### config.mk
export PLATFORM = sky130hd
export DESIGN_NAME = sha1_stream_hasher
export DESIGN_NICKNAME = d
export VERILOG_FILES = /design/src/rtl/core/sha1sh_pkg.sv /design/src/rtl/core/sha1_stream_hasher.sv /design/src/rtl/core/sha1sh_dp.sv /design/src/rtl/core/sha1sh_ctrl.sv
export SDC_FILE = /design/constraint.sdc
export NUM_CORES = 2
export LEC_CHECK = 0
export ABC_AREA = 1
export ABC_CLOCK_PERIOD_IN_PS = 16100
export BUFFER_PORTS_ARGS = -buffer_cell sky130_fd_sc_hd__clkbuf_2
export CELL_PAD_IN_SITES_DETAIL_PLACEMENT = 0
export CELL_PAD_IN_SITES_GLOBAL_PLACEMENT = 1
export CORE_MARGIN = 1
export CORE_UTILIZATION = 49
export DETAILED_ROUTE_END_ITERATION = 10
export PLACE_DENSITY_LB_ADDON = 0.1
export SLEW_MARGIN = 20
export SYNTH_ARGS = -nofsm -noshare
export SYNTH_HDL_FRONTEND = slang
export SYNTH_SLANG_ARGS = --single-unit
### constraint.sdc
create_clock -name clk -period 16.1 [get_ports clk]
set_input_delay 1.61 -clock clk [delete_from_list [all_inputs] [get_ports clk]]
set_output_delay 1.61 -clock clk [all_outputs]
set_load 0.005 [all_outputs]
### src/rtl/core/sha1sh_pkg.sv
// Package: shared types, constants and round functions of the SHA-1 stream hasher.
`timescale 1ns / 1ps
`default_nettype none

package sha1sh_pkg;

    localparam int WordW    = 32;
    localparam int NumChain = 5;
    localparam int NumBlock = 16;
    localparam int CountW   = 64;
    localparam int RoundW   = 7;
    localparam int IdxW     = 3;
    localparam int PosW     = 6;

    typedef logic [WordW-1:0] word_t;

    localparam word_t ShaIv [NumChain] = '{
        32'h67452301, 32'hEFCDAB89, 32'h98BADCFE, 32'h10325476, 32'hC3D2E1F0
    };

    localparam word_t RoundK [4] = '{
        32'h5A827999, 32'h6ED9EBA1, 32'h8F1BBCDC, 32'hCA62C1D6
    };

    localparam logic [7:0]        Pad80      = 8'h80;
    localparam logic [PosW-1:0]   PosLast    = 6'd63;
    localparam logic [PosW-1:0]   PosLenPos  = 6'd56;
    localparam logic [RoundW-1:0] RoundLast  = 7'd79;
    localparam logic [IdxW-1:0]   WordLast   = 3'd4;

    typedef enum logic [2:0] {
        ST_IDLE,
        ST_COMPRESS,
        ST_FOLD,
        ST_PAD_ZERO,
        ST_PAD_LEN,
        ST_EMIT
    } state_t;

    typedef enum logic [1:0] {
        SRC_DATA,
        SRC_PAD80,
        SRC_ZERO,
        SRC_LEN
    } byte_src_t;

    // controller -> datapath
    typedef struct packed {
        logic            byte_wr;
        byte_src_t       byte_src;
        logic            save_len;
        logic            round_en;
        logic            fold;
        logic            restart;
        logic [IdxW-1:0] word_sel;
    } dp_cmd_t;

    // datapath -> controller
    typedef struct packed {
        logic [PosW-1:0] byte_pos;
        logic            rounds_last;
    } dp_stat_t;

    // round group: 0..19, 20..39, 40..59, 60..79
    function automatic logic [1:0] round_group(input logic [RoundW-1:0] t);
        logic [1:0] g;
        if (t < 7'd20)
            g = 2'd0;
        else if (t < 7'd40)
            g = 2'd1;
        else if (t < 7'd60)
            g = 2'd2;
        else
            g = 2'd3;
        return g;
    endfunction

    function automatic word_t round_f(input logic [1:0] g, input word_t b,
                                      input word_t c, input word_t d);
        word_t f;
        case (g)
            2'd0:    f = d ^ (b & (c ^ d));
            2'd2:    f = (b & c) | (d & (b | c));
            default: f = b ^ c ^ d;
        endcase
        return f;
    endfunction

endpackage

`default_nettype wire

### src/rtl/core/sha1_stream_hasher.sv
// Absorb: each item adds one byte; the byte that fills a 64-byte block starts a
// compression (80 rounds, one per cycle, plus the chaining add) in the datapath,
// during which intake stalls. Finish: pad bytes 1 per cycle between compressions
// (9 to 72), a pause before the length, one or two compressions, 5 digest items
// 1/cycle unstalled. rst_n (async, low) restores IV.
// Top level: SHA-1 stream hasher, controller plus datapath.
`timescale 1ns / 1ps
`default_nettype none

module sha1_stream_hasher
    import sha1sh_pkg::*;
(
    input  wire logic        clk,
    input  wire logic        rst_n,
    // message channel
    input  wire logic        msg_valid,
    output logic             msg_stall,
    input  wire logic        mode,
    input  wire logic [7:0]  data_byte,
    // digest channel
    output logic             dig_valid,
    input  wire logic        dig_stall,
    output logic [31:0]      digest_word,
    output logic [2:0]       word_index,
    output logic             last_word
);

    // The message block is a 512-bit shift line: each byte enters at the bottom of
    // the last word and everything moves up one byte, so after 64 bytes word 0
    // holds the first four bytes. During the rounds the same line shifts by words,
    // with the expanded schedule word entering at the last word, so W[t] is always word 0.

    dp_cmd_t  cmd;
    dp_stat_t stat;

    sha1sh_ctrl u_ctrl (
        .clk        (clk),
        .rst_n      (rst_n),
        .msg_valid  (msg_valid),
        .msg_stall  (msg_stall),
        .mode       (mode),
        .dig_valid  (dig_valid),
        .dig_stall  (dig_stall),
        .word_index (word_index),
        .last_word  (last_word),
        .stat       (stat),
        .cmd        (cmd)
    );

    // datapath: chaining words, bit count, length copy used by the padding
    sha1sh_dp u_dp (
        .clk         (clk),
        .rst_n       (rst_n),
        .data_byte   (data_byte),
        .cmd         (cmd),
        .stat        (stat),
        .digest_word (digest_word)
    );

endmodule

`default_nettype wire

### src/rtl/core/sha1sh_dp.sv
// Datapath: block shift buffer, bit count, round registers and chaining words.
`timescale 1ns / 1ps
`default_nettype none

module sha1sh_dp
    import sha1sh_pkg::*;
(
    input  wire logic       clk,
    input  wire logic       rst_n,
    input  wire logic [7:0] data_byte,
    input  wire dp_cmd_t    cmd,
    output dp_stat_t        stat,
    output word_t           digest_word
);

    word_t               chain_reg [NumChain];
    word_t               blk_reg   [NumBlock];
    logic [CountW-1:0]   count_reg;
    logic [CountW-1:0]   len_reg;
    logic [RoundW-1:0]   round_reg;
    word_t               a_reg, b_reg, c_reg, d_reg, e_reg;

    logic [7:0]          byte_val;
    logic                block_full;
    word_t               sched_x;
    word_t               sched_new;
    word_t               t_val;
    logic [1:0]          grp;

    always_comb
    begin
        case (cmd.byte_src)
            SRC_DATA:  byte_val = data_byte;
            SRC_PAD80: byte_val = Pad80;
            SRC_LEN:   byte_val = len_reg[CountW-1 -: 8];
            default:   byte_val = 8'h00;
        endcase
    end

    assign block_full = cmd.byte_wr && (count_reg[8:3] == PosLast);

    // message schedule W[t+16] from the 16-word window
    assign sched_x   = blk_reg[13] ^ blk_reg[8] ^ blk_reg[2] ^ blk_reg[0];
    assign sched_new = {sched_x[WordW-2:0], sched_x[WordW-1]};

    assign grp   = round_group(round_reg);
    assign t_val = {a_reg[26:0], a_reg[31:27]} + round_f(grp, b_reg, c_reg, d_reg)
                 + e_reg + RoundK[grp] + blk_reg[0];

    // control-like state: chaining words, count and round counter carry reset values
    always_ff @(posedge clk or negedge rst_n)
    begin
        if (!rst_n) begin
            for (int i = 0; i < NumChain; i++)
            begin
                chain_reg[i] <= ShaIv[i];
            end
            count_reg <= '0;
            round_reg <= '0;
        end else begin
            if (cmd.restart) begin
                for (int i = 0; i < NumChain; i++)
                begin
                    chain_reg[i] <= ShaIv[i];
                end
                count_reg <= '0;
            end else begin
                if (cmd.fold) begin
                    chain_reg[0] <= chain_reg[0] + a_reg;
                    chain_reg[1] <= chain_reg[1] + b_reg;
                    chain_reg[2] <= chain_reg[2] + c_reg;
                    chain_reg[3] <= chain_reg[3] + d_reg;
                    chain_reg[4] <= chain_reg[4] + e_reg;
                end
                if (cmd.byte_wr)
                    count_reg <= count_reg + CountW'(8);
            end
            if (block_full)
                round_reg <= '0;
            else if (cmd.round_en)
                round_reg <= round_reg + RoundW'(1);
        end
    end

    // payload registers, no reset
    always_ff @(posedge clk)
    begin
        if (cmd.byte_wr) begin
            for (int i = 0; i < NumBlock - 1; i++)
            begin
                blk_reg[i] <= {blk_reg[i][23:0], blk_reg[i+1][31:24]};
            end
            blk_reg[NumBlock-1] <= {blk_reg[NumBlock-1][23:0], byte_val};
        end else if (cmd.round_en) begin
            for (int i = 0; i < NumBlock - 1; i++)
            begin
                blk_reg[i] <= blk_reg[i+1];
            end
            blk_reg[NumBlock-1] <= sched_new;
        end

        if (cmd.save_len)
            len_reg <= count_reg;
        else if (cmd.byte_wr && (cmd.byte_src == SRC_LEN))
            len_reg <= {len_reg[CountW-9:0], 8'h00};

        if (block_full) begin
            a_reg <= chain_reg[0];
            b_reg <= chain_reg[1];
            c_reg <= chain_reg[2];
            d_reg <= chain_reg[3];
            e_reg <= chain_reg[4];
        end else if (cmd.round_en) begin
            a_reg <= t_val;
            b_reg <= a_reg;
            c_reg <= {b_reg[1:0], b_reg[31:2]};
            d_reg <= c_reg;
            e_reg <= d_reg;
        end
    end

    assign stat.byte_pos    = count_reg[8:3];
    assign stat.rounds_last = (round_reg == RoundLast);

    always_comb
    begin
        case (cmd.word_sel)
            3'd0:    digest_word = chain_reg[0];
            3'd1:    digest_word = chain_reg[1];
            3'd2:    digest_word = chain_reg[2];
            3'd3:    digest_word = chain_reg[3];
            default: digest_word = chain_reg[4];
        endcase
    end

endmodule

`default_nettype wire

### src/rtl/core/sha1sh_ctrl.sv
// Controller: state machine sequencing intake, padding, rounds and digest output.
`timescale 1ns / 1ps
`default_nettype none

module sha1sh_ctrl
    import sha1sh_pkg::*;
(
    input  wire logic            clk,
    input  wire logic            rst_n,
    input  wire logic            msg_valid,
    output logic                 msg_stall,
    input  wire logic            mode,
    output logic                 dig_valid,
    input  wire logic            dig_stall,
    output logic [IdxW-1:0]      word_index,
    output logic                 last_word,
    input  wire dp_stat_t        stat,
    output dp_cmd_t              cmd
);

    state_t          state_reg, state_next;
    state_t          resume_reg, resume_next;
    logic [IdxW-1:0] idx_reg, idx_next;
    logic            pos_last;

    assign pos_last = (stat.byte_pos == PosLast);

    always_ff @(posedge clk or negedge rst_n)
    begin
        if (!rst_n) begin
            state_reg  <= ST_IDLE;
            resume_reg <= ST_IDLE;
            idx_reg    <= '0;
        end else begin
            state_reg  <= state_next;
            resume_reg <= resume_next;
            idx_reg    <= idx_next;
        end
    end

    // next state
    always_comb
    begin
        state_next  = state_reg;
        resume_next = resume_reg;
        idx_next    = idx_reg;
        case (state_reg)
            ST_IDLE:
            begin
                if (msg_valid) begin
                    if (pos_last) begin
                        state_next  = ST_COMPRESS;
                        resume_next = mode ? ST_PAD_ZERO : ST_IDLE;
                    end else if (mode) begin
                        state_next = ST_PAD_ZERO;
                    end
                end
            end
            ST_COMPRESS:
            begin
                if (stat.rounds_last)
                    state_next = ST_FOLD;
            end
            ST_FOLD:
            begin
                state_next = resume_reg;
            end
            ST_PAD_ZERO:
            begin
                if (stat.byte_pos == PosLenPos) begin
                    state_next = ST_PAD_LEN;
                end else if (pos_last) begin
                    state_next  = ST_COMPRESS;
                    resume_next = ST_PAD_ZERO;
                end
            end
            ST_PAD_LEN:
            begin
                if (pos_last) begin
                    state_next  = ST_COMPRESS;
                    resume_next = ST_EMIT;
                end
            end
            ST_EMIT:
            begin
                if (!dig_stall) begin
                    if (idx_reg == WordLast) begin
                        state_next = ST_IDLE;
                        idx_next   = '0;
                    end else begin
                        idx_next = idx_reg + IdxW'(1);
                    end
                end
            end
            default:
            begin
                state_next = ST_IDLE;
            end
        endcase
    end

    // outputs and datapath commands
    always_comb
    begin
        cmd          = '0;
        cmd.byte_src = SRC_DATA;
        cmd.word_sel = idx_reg;
        msg_stall    = 1'b1;
        dig_valid    = 1'b0;
        case (state_reg)
            ST_IDLE:
            begin
                msg_stall = 1'b0;
                if (msg_valid) begin
                    cmd.byte_wr = 1'b1;
                    if (mode) begin
                        cmd.byte_src = SRC_PAD80;
                        cmd.save_len = 1'b1;
                    end
                end
            end
            ST_COMPRESS:
            begin
                cmd.round_en = 1'b1;
            end
            ST_FOLD:
            begin
                cmd.fold = 1'b1;
            end
            ST_PAD_ZERO:
            begin
                if (stat.byte_pos != PosLenPos) begin
                    cmd.byte_wr  = 1'b1;
                    cmd.byte_src = SRC_ZERO;
                end
            end
            ST_PAD_LEN:
            begin
                cmd.byte_wr  = 1'b1;
                cmd.byte_src = SRC_LEN;
            end
            ST_EMIT:
            begin
                dig_valid = 1'b1;
                if (!dig_stall && (idx_reg == WordLast))
                    cmd.restart = 1'b1;
            end
            default:
            begin
                msg_stall = 1'b1;
            end
        endcase
    end

    assign word_index = idx_reg;
    assign last_word  = (idx_reg == WordLast);

endmodule

`default_nettype wire

==> flow_summary.yaml <==
placed_design:
  gp_congestion: 1.02
  dpl.hpwl_um: 168000
  io_buffer_count: 50
detailed_routing:
  vias: 52700
  routed_via_density: 5.71
  routedWlPerCell_um: 23.8
  ant_nets: 0
  first_pass_iters: 9
  remaining_drc_errors: 0
  first_iter_violations: 6366
  wl_um: 220000
floorplan:
  core-area_um2: 122000
  die_h_um: 354
  dieWidth_um: 354
  pin_count: 51
  rows: 128
  fp.dieArea_um2: 125000
  initial_core_util_pct: 49.6
yosys:
  netlist_instances: 7535
  post_synth.cell_area_avg_um2: 8.05
  async_reset_ff_share_pct: 24.4
  ys_ff_latch: 970
  synth-edff-count: 733
  synth_warnings: 0
  ys.flop_type: "edfxtp_1"
  ys_seq_area_share_pct: 46.2
  synth_cell_types: 59
  synth_area_um2: 60700
  synthesis.nets: 7904
timing:
  finalHoldViolCount: 0
  post-route-period-util_pct: 40.5
  clock.fmax_ghz: 0.153
  fin_setup_tns_ns: 0
  relSlewSlack_pct: 17.6
  drv_slew: 0
  setup_viol: 0
  post-route-min-period_ns: 6.52
  worst_pin_slew_ns: 1.24
  rsz0062_at_grt: "false"
  skew_ns: 0.0284
flow_run:
  cap_violations: 0
global_route:
  grt_overflow: 0
  grt_pass1_wl_um: 323000
  grt_pass1_vias: 49200
  grt.total_usage_pct: 34.8
  grt_max_degree: 238
  antenna_found_initial: 9
clocking:
  cts-resized-gates: 0
  cts_tree: "yes"
  post_cts_buffers: 0
  cts_inserted_buffers: 112
  path_clk_slew_ns: 0.06
  htreeDepth: 3
  clock_latency_ns: 0.73
  cts_root_buffer: "clkbuf_16"
  clockBufferDepth: 3
  cts.sinks: 970
  cts_hold_buf: 0
cells_and_area:
  layout.nets: 7862
  area_growth_syn_to_layout_pct: 8.73
  drive_gt1_share_pct: 5.03
  largest_reg_flops: 512
  finish.utilization_pct: 53.9
min_path:
  min_from: "u_ctrl.resume_reg[1]"
  min_to: "u_ctrl.resume_reg[1]"
  hp-class: "reg -> reg"
  hold_depth: 2
setup_path:
  reg2reg_to: "u_dp.a_reg[15]"
  reg2reg_depth: 20
  worst-r2r-setup-slack_ns: 9.58
  startpoint_type: "flop"
  cp-end-kind: "flop"
  reg2reg_from: "u_dp.round_reg[4]"
  required_ns: 16.55
  arrival_ns: 6.96
  crit_type: "reg -> reg"
  path_max_fanout: 32
status:
  status: "finished clean"
[cells in the mapped netlist (9+ instances only)]
master | number | area share, %
nor2_1 | 514 | 3.2
o21bai_1 | 19 | 0.24
o22ai_1 | 77 | 0.79
edfxtp_1 | 733 | 36
nand3b_1 | 12 | 0.15
o211ai_1 | 9 | 0.11
xnor2_1 | 119 | 1.7
fa_1 | 91 | 3.0
a21oi_1 | 285 | 2.4
nand4_1 | 73 | 0.75
nand3_1 | 319 | 2.6
ha_1 | 265 | 5.5
dfstp_2 | 80 | 3.5
or2_2 | 14 | 0.14
clkbuf_1 | 116 | 0.72
dfrtp_1 | 157 | 6.5
buf_1 | 18 | 0.11
inv_2 | 12 | 0.074
buf_2 | 100 | 0.82
inv_1 | 1018 | 6.3
a31oi_1 | 16 | 0.16
a221oi_1 | 12 | 0.17
nor3_1 | 68 | 0.56
and3_1 | 12 | 0.12
o21ai_0 | 889 | 7.3
a21o_1 | 11 | 0.14
o21ai_1 | 11 | 0.091
xor2_1 | 80 | 1.2
nand2_1 | 2317 | 14
[cells in the final DEF, fill, tap and decap left out, types with 6 or more instances in the layout]
cell type   count
nand2_1      2315
inv_1        1015
o21ai_0       889
edfxtp_1      733
nor2_1        512
nand3_1       318
a21oi_1       285
ha_1          265
dfrtp_1       156
xnor2_1       119
clkbuf_16     113
fa_1           91
xor2_1         80
dfstp_2        80
o22ai_1        77
nand4_1        73
nor3_1         67
clkbuf_2       49
buf_4          38
clkinv_1       29
clkbuf_1       29
o21bai_1       19
a31oi_1        16
or2_2          14
clkinv_2       14
inv_2          13
a221oi_1       12
and3_1         12
nand3b_1       12
a21o_1         11
o21ai_1        11
bufinv_16      10
o211ai_1        9
a2111oi_0       8
nor4_1          8
nor2_4          7
o21a_1          7
clkinvlp_4      7
a211oi_1        6
a21boi_0        6
[per-stage QoR]
step           cells  worst slack [ns]  instance area (um2)  hold WS, ns
2_1_floorplan   7535              1.97                60700        0.450
3_3_place_gp    9004              9.85                62300        0.465
3_5_place_dp    9004              9.72                62300        0.481
4_1_cts         9216              9.71                66000        0.493
5_1_grt         9216              9.20                66000        0.525
6_report        9220              9.58                66000        0.489
[how the worst max path moves through the flow]
stage | from | end | slack [ns] | cells past startpoint
after floorplan | msg_valid | u_dp.blk_reg[0][0] | 1.97 | 6
after global placement | u_dp.round_reg[5] | u_dp.a_reg[15] | 9.85 | 20
after detailed placement | u_dp.round_reg[4] | u_dp.a_reg[30] | 9.72 | 23
after CTS | u_dp.round_reg[4] | u_dp.a_reg[30] | 9.71 | 23
after global routing | u_dp.round_reg[5] | u_dp.a_reg[30] | 9.20 | 23
final | u_dp.round_reg[4] | u_dp.a_reg[15] | 9.58 | 20
[routing by layer]
layer  vias to the layer above  global-route usage, %  wire length [um]
met5                         -                      0                53
met4                         8                   13.0              9160
met3                       401                   6.96             21200
met2                      2289                   49.7             91000
met1                     25300                   51.7             98100
li1                      24600                      -                 -
[logic make-up (layout without fill, tap and decap cells)]
logic type | count (synthesis) | count (layout) | share of synthesized area (%)
flops | 970 | 970 | 46.2
xor+xnor | 199 | 199 | 2.87
compound gates | 1368 | 1368 | 11.9
fa+ha+maj | 356 | 356 | 8.47
buf+inv | 1282 | 1338 | 8.23
other cells | 0 | 4 | 0
simple gates | 3360 | 3360 | 22.3
[worst max-delay path, stage by stage (launching register included)]
cell and delay [ns]:
dfrtp_1 0.43, o21ai_0 0.16, nand2_1 0.38, nand3_2 0.70, inv_1 0.56, buf_4 0.42
o21ai_0 0.20, fa_1 0.55, inv_1 0.05, fa_1 0.47, inv_1 0.05, fa_1 0.47
inv_1 0.04, ha_1 0.36, a21oi_1 0.27, nand2_1 0.13, a21oi_1 0.28, nand2_1 0.18
or2_2 0.31, nand3_1 0.08, o21ai_0 0.12
[area by class of cell]
class,instances,area [um2]
sequential,970,28000
clock buffer,146,2990
multi-input combinational,5283,27700
antenna,4,10.0
inverter,1033,3890
tap,1625,2030
fill,11800,56400
timing repair buffer,93,637
clock inverter,66,666
Power is left out: the tool's default activity adds up to more than one toggle a clock period on the data nets, which glitch-free logic cannot reach.
